$ cat src/cbd_pkg.sv
// ---------------------------------------------------------------------------
// CPU bus decoder package
// Memory map constants, target codes and the result types.
// ---------------------------------------------------------------------------
package cbd_pkg;

   // Work RAM size; must be a power of two so the mirror is a plain mask.
   localparam int RAM_BYTES = 2048;
   localparam int RAM_AW    = $clog2(RAM_BYTES);

   // Region boundaries
   localparam logic [15:0] PPU_BASE      = 16'h2000;
   localparam logic [15:0] IO_BASE       = 16'h4000;
   localparam logic [15:0] CART_BASE     = 16'h4020;
   localparam logic [15:0] ROM_LOW_BASE  = 16'h8000;
   localparam logic [15:0] ROM_HIGH_BASE = 16'hC000;

   // IO register indexes (offset from IO_BASE)
   localparam logic [4:0] REG_OAM_DMA = 5'h14;
   localparam logic [4:0] REG_PAD_ONE = 5'h16;
   localparam logic [4:0] REG_PAD_TWO = 5'h17;
   localparam logic [4:0] REG_IO_END  = 5'h18;

   // Access kinds
   localparam logic KIND_READ  = 1'b0;
   localparam logic KIND_WRITE = 1'b1;

   // Targets
   localparam logic [2:0] TGT_RAM  = 3'd0;
   localparam logic [2:0] TGT_PPU  = 3'd1;
   localparam logic [2:0] TGT_IO   = 3'd2;
   localparam logic [2:0] TGT_PAD  = 3'd3;
   localparam logic [2:0] TGT_CART = 3'd4;
   localparam logic [2:0] TGT_ROM  = 3'd5;
   localparam logic [2:0] TGT_NONE = 3'd6;

   // Pad shifter length
   localparam logic [3:0] PAD_BITS = 4'd8;

   // Configuration registers: byte address 4*i, index in paddr[2]
   localparam int   CSR_AW        = 3;
   localparam logic CSR_LOW_BANK  = 1'b0;
   localparam logic CSR_HIGH_BANK = 1'b1;

   typedef struct packed {
      logic [7:0]  read_value;
      logic        read_from_block;
      logic [2:0]  target;
      logic [7:0]  ext_bank;
      logic [13:0] ext_offset;
      logic        ext_write;
      logic [7:0]  ext_value;
   } cbd_result_type;

   typedef struct packed {
      cbd_result_type result;
      logic           use_ram;
   } cbd_stage_type;

endpackage

$ cat src/cbd_csr.sv
// ---------------------------------------------------------------------------
// CPU bus decoder configuration registers
// APB-style port holding the two ROM window bank numbers.
// ---------------------------------------------------------------------------
module cbd_csr
   import cbd_pkg::*;
(
   input  logic              clock,
   input  logic              reset,
   input  logic              psel,
   input  logic              penable,
   input  logic              pwrite,
   input  logic [CSR_AW-1:0] paddr,
   input  logic [31:0]       pwdata,
   output logic [31:0]       prdata,
   output logic              pready,
   output logic [7:0]        low_bank,
   output logic [7:0]        high_bank
);

   logic [7:0] low_bank_ff,  low_bank_in;
   logic [7:0] high_bank_ff, high_bank_in;
   logic       wr_beat;
   logic       reg_sel;

   assign pready  = 1'b1;
   assign wr_beat = psel && penable && pwrite;
   assign reg_sel = paddr[2];

   always_comb begin
      low_bank_in  = low_bank_ff;
      high_bank_in = high_bank_ff;
      if (wr_beat) begin
         case (reg_sel)
            CSR_LOW_BANK:  low_bank_in  = pwdata[7:0];
            CSR_HIGH_BANK: high_bank_in = pwdata[7:0];
            default:       low_bank_in  = low_bank_ff;
         endcase
      end
   end

   always_ff @(posedge clock) begin
      if (reset) begin
         low_bank_ff  <= '0;
         high_bank_ff <= '0;
      end else begin
         low_bank_ff  <= low_bank_in;
         high_bank_ff <= high_bank_in;
      end
   end

   always_comb begin
      case (reg_sel)
         CSR_LOW_BANK:  prdata = {24'd0, low_bank_ff};
         CSR_HIGH_BANK: prdata = {24'd0, high_bank_ff};
         default:       prdata = '0;
      endcase
   end

   assign low_bank  = low_bank_ff;
   assign high_bank = high_bank_ff;

endmodule

$ cat config.mk
export PLATFORM = sky130hd
export DESIGN_NAME = cbd_csr
export DESIGN_NICKNAME = d
export VERILOG_FILES = /design/src/cbd_pkg.sv /design/src/cbd_csr.sv
export SDC_FILE = /design/constraint.sdc
export NUM_CORES = 1
export LEC_CHECK = 0
export ABC_AREA = 1
export BUFFER_PORTS_ARGS = -buffer_cell sky130_fd_sc_hd__buf_2
export CELL_PAD_IN_SITES_DETAIL_PLACEMENT = 1
export CELL_PAD_IN_SITES_GLOBAL_PLACEMENT = 2
export CORE_MARGIN = 5
export CORE_UTILIZATION = 18
export CTS_CLUSTER_SIZE = 20
export DETAILED_ROUTE_END_ITERATION = 10
export PLACE_DENSITY = 0.85
export SLEW_MARGIN = 5
export SYNTH_ARGS = -nofsm -noshare
export SYNTH_HDL_FRONTEND = slang
export SYNTH_SLANG_ARGS = --single-unit
$ cat constraint.sdc
create_clock -name clock -period 1.5 [get_ports clock]
set_clock_uncertainty 0.1 [all_clocks]
set_input_delay 0.3 -clock clock [delete_from_list [all_inputs] [get_ports clock]]
set_output_delay 0.3 -clock clock [all_outputs]
set_load 0.02 [all_outputs]
==> impl_metrics.prom, run 1 <==
# TYPE chip_impl_metric gauge
chip_impl_info{name="timing.critical_path.to_type",value="output port"} 1
chip_impl_metric{name="crit_path_max_fanout",unit=""} 15
chip_impl_metric{name="postCtsHoldBufs",unit=""} 0
chip_impl_metric{name="floorplan.die_area",unit="sq um"} 7080
chip_impl_metric{name="synthMuxAreaShare",unit="%"} 0
chip_impl_metric{name="power.ir.vdd_worst",unit="V"} 0.000238
chip_impl_metric{name="first_global_vias",unit=""} 919
chip_impl_metric{name="grtUsageTotal",unit="%"} 7.58
chip_impl_metric{name="ys_seq_elements",unit=""} 16
chip_impl_info{name="most_common_cell_after_layout_fill_and_taps_aside",value="sky130_fd_sc_hd__nand2_1"} 1
chip_impl_metric{name="post-route-period-util",unit="%"} 90.9
chip_impl_info{name="hold_path_class",value="input pin to register"} 1
chip_impl_metric{name="drt-total-wl",unit="um"} 2640
chip_impl_metric{name="grt_pass1_wl",unit="um"} 4250
chip_impl_metric{name="numPortBuffers",unit=""} 37
chip_impl_metric{name="cts_setup_buffers",unit=""} 0
chip_impl_metric{name="floorplan.rows",unit=""} 27
chip_impl_info{name="run_status",value="complete, no violations"} 1
chip_impl_metric{name="routed-via-count",unit=""} 921
chip_impl_metric{name="antenna_found_initial",unit=""} 0
chip_impl_metric{name="power_density",unit="nW/um^2"} 877
chip_impl_metric{name="post_drt_wl_per_cell",unit="um"} 10.2
chip_impl_info{name="synth_top_family_by_area",value="simple AND/OR/NAND/NOR gates"} 1
chip_impl_metric{name="cts_max_path_buffers",unit=""} 2
chip_impl_info{name="cts_root_buffer",value="sky130_fd_sc_hd__clkbuf_8"} 1
chip_impl_metric{name="drive_above_1_share",unit="%"} 26.6
chip_impl_metric{name="dr.pass1.iters",unit=""} 2
chip_impl_metric{name="diodes_inserted",unit=""} 0
chip_impl_metric{name="cp_data_arrival_time",unit="ns"} 0.96
chip_impl_metric{name="cell_internal_pwr",unit="mW"} 0.727
chip_impl_metric{name="period_needed",unit="ns"} 1.36
chip_impl_metric{name="yosysSeqAreaShare",unit="%"} 32.4
chip_impl_metric{name="netlist_area",unit="sq um"} 990
chip_impl_metric{name="slew_violations",unit=""} 0
chip_impl_metric{name="floorplan.die.height",unit="um"} 84.2
chip_impl_metric{name="syn_area_per_cell",unit="sq um"} 6.51
chip_impl_metric{name="initial_core_util",unit="%"} 18.2
chip_impl_metric{name="cap_viol_max_count",unit=""} 0
chip_impl_metric{name="number_of_hold_violations_in_the_final_report",unit=""} 0
chip_impl_metric{name="detail_route.iter0.violations",unit=""} 19
chip_impl_metric{name="post_synth_inst_count",unit=""} 152
chip_impl_metric{name="maxClockFrequency",unit="MHz"} 733
chip_impl_metric{name="comb_power_share",unit="%"} 20.7
chip_impl_metric{name="drtAntennaViolNets",unit=""} 0
chip_impl_metric{name="share_seq_of_total_power",unit="%"} 42.8
chip_impl_info{name="setup_repair_after_global_routing_missed_its_margin",value="false"} 1
chip_impl_metric{name="utilization",unit="%"} 22.0
chip_impl_metric{name="place.detailed.hpwl",unit="um"} 2020
chip_impl_metric{name="placeableCoreArea",unit="sq um"} 5440
chip_impl_metric{name="cts.sinks",unit=""} 16
chip_impl_metric{name="viasPerCell",unit=""} 3.54
chip_impl_info{name="worst-setup-path-type",value="input pin to output port"} 1
chip_impl_metric{name="gp_congestion",unit=""} 0.676
chip_impl_metric{name="synth_cell_types",unit=""} 13
chip_impl_metric{name="grt_max_degree",unit=""} 18
chip_impl_metric{name="required",unit="ns"} 1.10
chip_impl_metric{name="area_share_of_fa_ha_maj_cells_after_synthesis",unit="%"} 0
chip_impl_info{name="start_kind",value="input pin"} 1
chip_impl_metric{name="total_switching_power",unit="mW"} 0.323
chip_impl_metric{name="synth_xor_area_share",unit="%"} 0
chip_impl_metric{name="cts-htree-levels",unit=""} 1
chip_impl_metric{name="setup_tns",unit="ns"} 0
chip_impl_metric{name="synthesis.yosys.warnings",unit=""} 0
chip_impl_metric{name="final_net_count",unit=""} 229
chip_impl_info{name="layout.cells.most_common_list",value="sky130_fd_sc_hd__nand2_1 (41), sky130_fd_sc_hd__buf_2 (37), sky130_fd_sc_hd__nor2_1 (32), sky130_fd_sc_hd__conb_1 (25)"} 1
chip_impl_metric{name="synth_to_layout_area_growth",unit="%"} 21.1
chip_impl_metric{name="drc_errors",unit=""} 0
chip_impl_metric{name="grt.overflow.total",unit=""} 0
chip_impl_metric{name="switching_share",unit="%"} 30.8
chip_impl_metric{name="synth-compound-area-share",unit="%"} 0
chip_impl_metric{name="insertion_delay",unit="ns"} 0.25
chip_impl_metric{name="yosys.area_share.simple",unit="%"} 40.2
chip_impl_info{name="cts_tree",value="built"} 1
chip_impl_metric{name="io-pin-count",unit=""} 89
chip_impl_metric{name="p_leak",unit="nW"} 0.672
chip_impl_metric{name="die_x",unit="um"} 84.2
chip_impl_metric{name="path_clk_slew",unit="ns"} 0.07
chip_impl_metric{name="number_of_gates_resized_after_cts",unit=""} 0
chip_impl_metric{name="clock_buffer_count_from_cts",unit=""} 3
chip_impl_metric{name="final-setup-viol-count",unit=""} 0
chip_impl_metric{name="clk_network_pwr_share",unit="%"} 36.5
==> metal layers <==
layer / GRT usage [%] / routed length (um) / up-vias
met1: 8.20 / 1100 / 397
met3: 2.55 / 259 / 2
li1: - / - / 480
met4: 3.51 / 9 / 0
met5: 0 / 0 / -
met2: 13.3 / 1280 / 42
==> cell type report <==
class / instances / area, sq um
flip-flops and latches: 16 / 320
multi-input cells: 118 / 492
well taps: 72 / 90.1
clock buffers: 4 / 55.1
inverters: 11 / 41.3
repair buffers: 39 / 200
fillers: 711 / 4240
==> registers in the layout (all words and copies together), names as in the netlist <==
signal / flops
high_bank: 8
low_bank: 8
==> logic make-up after synthesis <==
family,after synthesis
buffers and inverters,41
other,2
and+or+nand+nor,93
DFF,16
==> cells in the mapped netlist (all sizes together) <==
library cell / count / share of area [%]
buf: 29 / 22
conb: 2 / 0.76
nand3: 17 / 9.1
dfxtp: 16 / 32
nor2: 35 / 16
nand2: 41 / 16
clkbuf: 1 / 0.38
inv: 11 / 4.2
==> stage by stage <==
step | area, sq um | cells | hold slack (ns) | setup WS (ns) | power (mW)
2_1_floorplan | 1080 | 175 | 0.369 | 0.182 | 0.670
3_3_place_gp | 1140 | 256 | 0.386 | 0.124 | 0.677
3_5_place_dp | 1140 | 256 | 0.392 | 0.130 | 0.680
4_1_cts | 1200 | 260 | 0.276 | 0.128 | 1.07
5_1_grt | 1200 | 260 | 0.301 | 0.0483 | 1.12
6_report | 1200 | 260 | 0.279 | 0.137 | 1.05
==> path summary, 6_finish.rpt <==
check        cells after the start         start            to  slack, ns
max                              5      paddr[2]     prdata[0]       0.14
min                              5     pwdata[3]   low_bank[3]       0.28
max reg2reg                      2  high_bank[4]  high_bank[4]       0.81
min reg2reg                      2   low_bank[6]   low_bank[6]       0.40
==> power groups by stage <==
stage	clock network (mW)	registers (mW)	logic (mW)
floorplan	0	0.477	0.192
global placement	0	0.459	0.218
detailed placement	0	0.460	0.220
CTS	0.403	0.450	0.220
global route	0.427	0.452	0.241
finish	0.383	0.450	0.218
==> critical path, stage by stage <==
cell,delay (ns)
sky130_fd_sc_hd__buf_2,0.11
sky130_fd_sc_hd__inv_2,0.23
sky130_fd_sc_hd__nand2_1,0.09
sky130_fd_sc_hd__nand2_1,0.07
sky130_fd_sc_hd__buf_2,0.16
Note: power is estimated with default switching activity, not from simulation.
==> inputs of run 2 (changes only) <==
ABC_AREA = default   (was 1)
CORE_UTILIZATION = 20   (was 18)
HOLD_SLACK_MARGIN = 0.05   (was default)
PLACE_DENSITY = 0.83   (was 0.85)
clock period = 1.6 ns   (was 1.5 ns; I/O delays follow)
==> impl_metrics.prom, run 2 <==
# TYPE chip_impl_metric gauge
chip_impl_metric{name="viasPerCell",unit=""} 3.53
chip_impl_metric{name="power_density",unit="nW/um^2"} 774
chip_impl_metric{name="dr.pass1.iters",unit=""} 4
chip_impl_info{name="hold_path_class",value="input pin to register"} 1
chip_impl_info{name="hp-start",value="pwdata[0]"} 1
chip_impl_info{name="r2r_start",value="low_bank[1]"} 1
chip_impl_metric{name="postCtsHoldBufs",unit=""} 0
chip_impl_metric{name="layout_setup_ws",unit="ns"} 0.0898
chip_impl_info{name="crit_path_top_delay_cell",value="sky130_fd_sc_hd__mux2_2"} 1
chip_impl_metric{name="diodes_inserted",unit=""} 0
chip_impl_metric{name="ys_seq_elements",unit=""} 16
chip_impl_metric{name="floorplan.die.height",unit="um"} 80.6
chip_impl_info{name="timing.critical_path.to_type",value="output port"} 1
chip_impl_metric{name="crit_path_max_fanout",unit=""} 10
chip_impl_metric{name="setup_tns",unit="ns"} 0
chip_impl_info{name="worst-setup-path-type",value="input pin to output port"} 1
chip_impl_metric{name="number_of_hold_violations_in_the_final_report",unit=""} 0
chip_impl_metric{name="post_drt_wl_per_cell",unit="um"} 11.5
chip_impl_metric{name="slew_violations",unit=""} 0
chip_impl_info{name="setup_repair_after_global_routing_missed_its_margin",value="false"} 1
chip_impl_metric{name="netlist.area_leader.share",unit="%"} 32.2
chip_impl_metric{name="postSynth.asyncResetShare",unit="%"} 0
chip_impl_metric{name="numPortBuffers",unit=""} 37
chip_impl_metric{name="number_of_gates_resized_after_cts",unit=""} 0
chip_impl_info{name="critPathMostFrequentCell",value="sky130_fd_sc_hd__buf_2"} 1
chip_impl_metric{name="yosysSeqAreaShare",unit="%"} 32.2
chip_impl_metric{name="cap_viol_max_count",unit=""} 0
chip_impl_metric{name="path_clk_slew",unit="ns"} 0.06
chip_impl_metric{name="cts.sinks",unit=""} 16
chip_impl_info{name="cts_tree",value="built"} 1
chip_impl_metric{name="cp_data_arrival_time",unit="ns"} 1.09
chip_impl_info{name="crit_path_start",value="paddr[2]"} 1
chip_impl_info{name="most_common_cell_after_layout_fill_and_taps_aside",value="sky130_fd_sc_hd__buf_2"} 1
chip_impl_metric{name="first_global_vias",unit=""} 809
chip_impl_info{name="cts_root_buffer",value="sky130_fd_sc_hd__clkbuf_8"} 1
chip_impl_metric{name="synthesis.yosys.warnings",unit=""} 0
chip_impl_metric{name="met2_grt_util",unit="%"} 12.9
chip_impl_metric{name="p_leak",unit="nW"} 0.636
chip_impl_metric{name="floorplan.die_area",unit="sq um"} 6490
chip_impl_metric{name="post_synth_inst_count",unit=""} 99
chip_impl_metric{name="finish.instance_area",unit="sq um"} 1200
chip_impl_info{name="run_status",value="complete, no violations"} 1
chip_impl_metric{name="final-setup-viol-count",unit=""} 0
chip_impl_metric{name="placed_area",unit="sq um"} 1150
chip_impl_metric{name="filler_instances",unit=""} 593
chip_impl_info{name="start_kind",value="input pin"} 1
chip_impl_info{name="cell_types_with_the_highest_counts_after_synthesis",value="sky130_fd_sc_hd__buf_4 (25), sky130_fd_sc_hd__nand2b_1 (24), sky130_fd_sc_hd__dfxtp_1 (16), sky130_fd_sc_hd__mux2i_1 (16), sky130_fd_sc_hd__mux2_2 (8)"} 1
chip_impl_metric{name="grt.overflow.total",unit=""} 0
chip_impl_metric{name="number_of_enable_type_register_cells_in_the_synthesized_netlist",unit=""} 0
chip_impl_info{name="post-synth-top-area-cell",value="sky130_fd_sc_hd__dfxtp_1"} 1
chip_impl_info{name="synthFlopType",value="sky130_fd_sc_hd__dfxtp_1"} 1
chip_impl_metric{name="antenna_found_initial",unit=""} 0
chip_impl_metric{name="final_net_count",unit=""} 177
chip_impl_info{name="layout.cells.most_common_list",value="sky130_fd_sc_hd__buf_2 (37), sky130_fd_sc_hd__conb_1 (25), sky130_fd_sc_hd__nand2b_1 (24), sky130_fd_sc_hd__mux2i_1 (16), sky130_fd_sc_hd__dfxtp_1 (16)"} 1
chip_impl_metric{name="synth_cell_types",unit=""} 12
chip_impl_metric{name="period_needed",unit="ns"} 1.51
chip_impl_metric{name="place.detailed.hpwl",unit="um"} 1920
chip_impl_metric{name="gp_congestion",unit=""} 0.633
chip_impl_metric{name="floorplan.rows",unit=""} 25
chip_impl_metric{name="required",unit="ns"} 1.18
chip_impl_metric{name="power.ir.vdd_worst",unit="V"} 0.000199
chip_impl_metric{name="drive_above_1_share",unit="%"} 39.0
chip_impl_metric{name="cts_setup_buffers",unit=""} 0
chip_impl_metric{name="post-route-period-util",unit="%"} 94.4
chip_impl_metric{name="grtUsageTotal",unit="%"} 7.67
chip_impl_metric{name="grt_use_met3",unit="%"} 2.13
chip_impl_metric{name="cts_max_path_buffers",unit=""} 2
chip_impl_metric{name="cts-htree-levels",unit=""} 1
chip_impl_info{name="gr-max-usage-layer",value="met2"} 1
chip_impl_info{name="synthMostInstantiatedCell",value="sky130_fd_sc_hd__buf_4"} 1
chip_impl_metric{name="detail_route.iter0.violations",unit=""} 3
chip_impl_metric{name="drt-total-wl",unit="um"} 2340
chip_impl_metric{name="maxClockFrequency",unit="MHz"} 662
chip_impl_metric{name="die_x",unit="um"} 80.6
chip_impl_metric{name="routed-via-count",unit=""} 716
chip_impl_metric{name="drc_errors",unit=""} 0
chip_impl_metric{name="netlist_area",unit="sq um"} 996
chip_impl_metric{name="placeableCoreArea",unit="sq um"} 4790
chip_impl_metric{name="drtAntennaViolNets",unit=""} 0
chip_impl_info{name="synth.area.top_cells",value="sky130_fd_sc_hd__dfxtp_1 (32%), sky130_fd_sc_hd__buf_4 (19%), sky130_fd_sc_hd__mux2i_1 (16%), sky130_fd_sc_hd__nand2b_1 (15%), sky130_fd_sc_hd__mux2_2 (9.0%)"} 1
chip_impl_metric{name="syn_area_per_cell",unit="sq um"} 10.1
chip_impl_metric{name="grt_pass1_wl",unit="um"} 3740
chip_impl_metric{name="grt_max_degree",unit=""} 25
chip_impl_metric{name="dp_worst_setup_slack",unit="ns"} 0.0581
chip_impl_metric{name="grt_use_met1",unit="%"} 8.72
chip_impl_metric{name="io-pin-count",unit=""} 89
chip_impl_info{name="timing.critical_path.cells",value="buf_2 > mux2_2 > buf_2"} 1
chip_impl_metric{name="critical-path-max-stage-delay",unit="ns"} 0.36
chip_impl_metric{name="insertion_delay",unit="ns"} 0.25
chip_impl_metric{name="clock_buffer_count_from_cts",unit=""} 3
chip_impl_metric{name="initial_core_util",unit="%"} 20.8
chip_impl_metric{name="synth_to_layout_area_growth",unit="%"} 20.9
==> run 2: cell types whose count changed in the layout (fill, tap and decap cells not counted), moves of 3 or more <==
cell                       before  now
sky130_fd_sc_hd__nor2_4         3    0
sky130_fd_sc_hd__inv_1          8    0
sky130_fd_sc_hd__mux2i_1        0   16
sky130_fd_sc_hd__nor2_1        32    0
sky130_fd_sc_hd__inv_2          3    0
sky130_fd_sc_hd__nand2b_1       0   24
sky130_fd_sc_hd__mux2_2         0    8
sky130_fd_sc_hd__nand3_1       16    0
sky130_fd_sc_hd__nand2_1       41    0
==> run 2: worst paths after layout <==
path	slack [ns]	to	depth (start not counted)
setup / recovery	0.09	prdata[3]	3
setup reg to reg	0.87	low_bank[1]	2
hold / removal	0.26	high_bank[0]	3
hold reg to reg	0.39	high_bank[3]	2
==> run 2: kinds of logic after synthesis <==
group | share of synthesized area [%]
other cells | 0.754
mux | 25.1
buf+inv | 21.9
flops | 32.2
simple gates | 20.1
==> run 2: layout make-up <==
type,instances,area [sq um],share of cell area [%]
Timing Repair Buffer,39,200,16.6
Clock buffer,4,55.1,4.57
Tap cell,67,83.8,6.96
Sequential cell,16,320,26.6
Multi-Input combinational cell,77,544,45.2
==> run 2: power by group <==
part	switching [mW]	internal, mW
combinational	0.111	0.0508
clock	0.138	0.218
sequential	0.00580	0.407
total	0.255	0.676
==> run 2: layer usage <==
| metal | share of wire (%) | wire length (um) |
|---|---|---|
| met5 | 0 | 0 |
| met4 | 1.5 | 35 |
| met3 | 7.8 | 183 |
| met2 | 50 | 1170 |
| met1 | 40 | 946 |
==> run 2: worst max-delay path: cells and delay by family <==
family	cells	cell delay [ns]
buffers and inverters	2	0.40
multiplexers	1	0.36
==> run 2: through the flow <==
step | std cells | util, % | hold WS [ns] | total power, mW
after floorplan | 122 | - | 0.396 | 0.587
final | 203 | 25.2 | 0.259 | 0.931
after global placement | 199 | 24.0 | 0.373 | 0.583
after CTS | 203 | 25.2 | 0.256 | 0.954
after global routing | 203 | 25.2 | 0.252 | 0.990
after detailed placement | 199 | 24.0 | 0.381 | 0.586
==> inputs of run 3 (changes only) <==
PLACE_DENSITY = default   (was 0.83)
PLACE_DENSITY_LB_ADDON = 0.1   (was default)
==> impl_metrics.prom, run 3 (same netlist as run 2, synthesis figures left out) <==
# TYPE chip_impl_metric gauge
chip_impl_info{name="run_status",value="complete, no violations"} 1
chip_impl_info{name="worst-setup-path-type",value="input pin to output port"} 1
chip_impl_metric{name="post_drt_wl_per_cell",unit="um"} 12.3
chip_impl_metric{name="cts_setup_buffers",unit=""} 0
chip_impl_metric{name="drive_above_1_share",unit="%"} 39.0
chip_impl_metric{name="grt_pass1_wl",unit="um"} 3830
chip_impl_metric{name="grtUsageTotal",unit="%"} 7.80
chip_impl_metric{name="detail_route.iter0.violations",unit=""} 21
chip_impl_metric{name="filler_instances",unit=""} 574
chip_impl_metric{name="routed-via-count",unit=""} 720
chip_impl_metric{name="m1WireLength",unit="um"} 1080
chip_impl_metric{name="met3RoutedLength",unit="um"} 211
chip_impl_metric{name="maxClockFrequency",unit="MHz"} 650
chip_impl_metric{name="power.ir.vdd_worst",unit="V"} 0.000214
chip_impl_metric{name="multi_input_area",unit="sq um"} 544
chip_impl_metric{name="grt.overflow.total",unit=""} 0
chip_impl_metric{name="power_density",unit="nW/um^2"} 768
chip_impl_metric{name="final-setup-viol-count",unit=""} 0
chip_impl_metric{name="grt_max_degree",unit=""} 25
chip_impl_metric{name="insertion_delay",unit="ns"} 0.24
chip_impl_info{name="highest_layer",value="met4"} 1
chip_impl_metric{name="numPortBuffers",unit=""} 37
chip_impl_metric{name="floorplan.die_area",unit="sq um"} 6490
chip_impl_metric{name="number_of_hold_violations_in_the_final_report",unit=""} 0
chip_impl_metric{name="final-instance-count-excl-fill",unit=""} 203
chip_impl_info{name="hold_path_class",value="input pin to register"} 1
chip_impl_metric{name="drtAntennaViolNets",unit=""} 0
chip_impl_metric{name="cts-htree-levels",unit=""} 1
chip_impl_metric{name="diodes_inserted",unit=""} 0
chip_impl_metric{name="met2WireLength",unit="um"} 1170
chip_impl_info{name="cts_root_buffer",value="sky130_fd_sc_hd__clkbuf_8"} 1
chip_impl_info{name="timing.critical_path.to_type",value="output port"} 1
chip_impl_metric{name="final_net_count",unit=""} 177
chip_impl_metric{name="dr.pass1.iters",unit=""} 4
chip_impl_metric{name="dp_cells",unit=""} 199
chip_impl_metric{name="required",unit="ns"} 1.18
chip_impl_metric{name="viasPerCell",unit=""} 3.55
chip_impl_metric{name="area.sequential",unit="sq um"} 320
chip_impl_metric{name="io-pin-count",unit=""} 89
chip_impl_metric{name="clock_buffer_count_from_cts",unit=""} 3
chip_impl_metric{name="cp_data_arrival_time",unit="ns"} 1.12
chip_impl_metric{name="first_global_vias",unit=""} 750
chip_impl_metric{name="gp_congestion",unit=""} 0.669
chip_impl_metric{name="antenna_found_initial",unit=""} 0
chip_impl_metric{name="crit_path_max_fanout",unit=""} 9
chip_impl_metric{name="setup_tns",unit="ns"} 0
chip_impl_metric{name="drt-total-wl",unit="um"} 2500
chip_impl_metric{name="p_leak",unit="nW"} 0.639
chip_impl_metric{name="floorplan.die.height",unit="um"} 80.6
chip_impl_metric{name="synth_to_layout_area_growth",unit="%"} 22.1
chip_impl_metric{name="path_clk_slew",unit="ns"} 0.07
chip_impl_metric{name="postCtsHoldBufs",unit=""} 0
chip_impl_info{name="start_kind",value="input pin"} 1
chip_impl_metric{name="number_of_gates_resized_after_cts",unit=""} 0
chip_impl_info{name="cts_tree",value="built"} 1
chip_impl_metric{name="place.detailed.hpwl",unit="um"} 1960
chip_impl_info{name="layout.cells.most_common_list",value="sky130_fd_sc_hd__buf_2 (37), sky130_fd_sc_hd__conb_1 (25), sky130_fd_sc_hd__nand2b_1 (24), sky130_fd_sc_hd__mux2i_1 (16), sky130_fd_sc_hd__dfxtp_1 (16)"} 1
chip_impl_metric{name="cap_viol_max_count",unit=""} 0
chip_impl_info{name="setup_repair_after_global_routing_missed_its_margin",value="false"} 1
chip_impl_metric{name="floorplan.rows",unit=""} 25
chip_impl_info{name="most_common_cell_after_layout_fill_and_taps_aside",value="sky130_fd_sc_hd__buf_2"} 1
chip_impl_metric{name="cts.sinks",unit=""} 16
chip_impl_metric{name="placeableCoreArea",unit="sq um"} 4790
chip_impl_metric{name="die_x",unit="um"} 80.6
chip_impl_metric{name="period_needed",unit="ns"} 1.54
chip_impl_metric{name="drc_errors",unit=""} 0
chip_impl_metric{name="initial_core_util",unit="%"} 20.8
chip_impl_metric{name="cts_max_path_buffers",unit=""} 2
chip_impl_metric{name="post-route-period-util",unit="%"} 96.2
chip_impl_metric{name="slew_violations",unit=""} 0
==> run 3: cell types whose count changed in the layout (fill, tap and decap cells not counted) <==
| cell | delta |
|---|---|
| sky130_fd_sc_hd__buf_12 | +1 |
| sky130_fd_sc_hd__buf_4 | -1 |
==> run 3: routing by layer <==
metal  vias to the layer above  GRT usage (%)
met2                        36           12.7
li1                        349              -
met1                       333           9.59
met5                         -              0
met3                         2           2.02
met4                         0           3.55
==> run 3: metrics by stage <==
step / instance area (sq um) / setup WS, ns / utilization, % / total power, mW / hold WS, ns
floorplan: 1080 / 0.363 / - / 0.587 / 0.396
global placement: 1160 / 0.0566 / 24.3 / 0.586 / 0.375
detailed placement: 1160 / 0.0367 / 24.3 / 0.588 / 0.386
CTS: 1220 / 0.0326 / 25.4 / 0.962 / 0.251
global route: 1220 / 0.0123 / 25.4 / 0.990 / 0.260
finish: 1220 / 0.0607 / 25.4 / 0.934 / 0.257
==> run 3: final timing paths <==
kind | end | slack (ns) | start | cells after the start
hold reg to reg | low_bank[0] | 0.39 | low_bank[0] | 2
setup / recovery | prdata[5] | 0.06 | paddr[2] | 3
setup reg to reg | high_bank[1] | 0.88 | high_bank[1] | 2
hold / removal | low_bank[4] | 0.26 | pwdata[4] | 3
==> run 3: final cells by class <==
class / count / share of cell area, %
multi-input combinational: 77 / 44.8
timing repair buffer: 39 / 17.5
tap: 67 / 6.89
clock buffer: 4 / 4.53
sequential: 16 / 26.3
==> run 3: where the power goes <==
part           internal, mW  switching (mW)  total (mW)
Sequential            0.407         0.00643       0.414
Combinational        0.0525           0.113       0.165
Clock                 0.218           0.137       0.355
Total                 0.678           0.256       0.934
==> run 3: worst max-delay path, cell delays in order <==
cell                     delay (ns)
sky130_fd_sc_hd__buf_2         0.26
sky130_fd_sc_hd__mux2_2        0.38
sky130_fd_sc_hd__buf_2         0.16
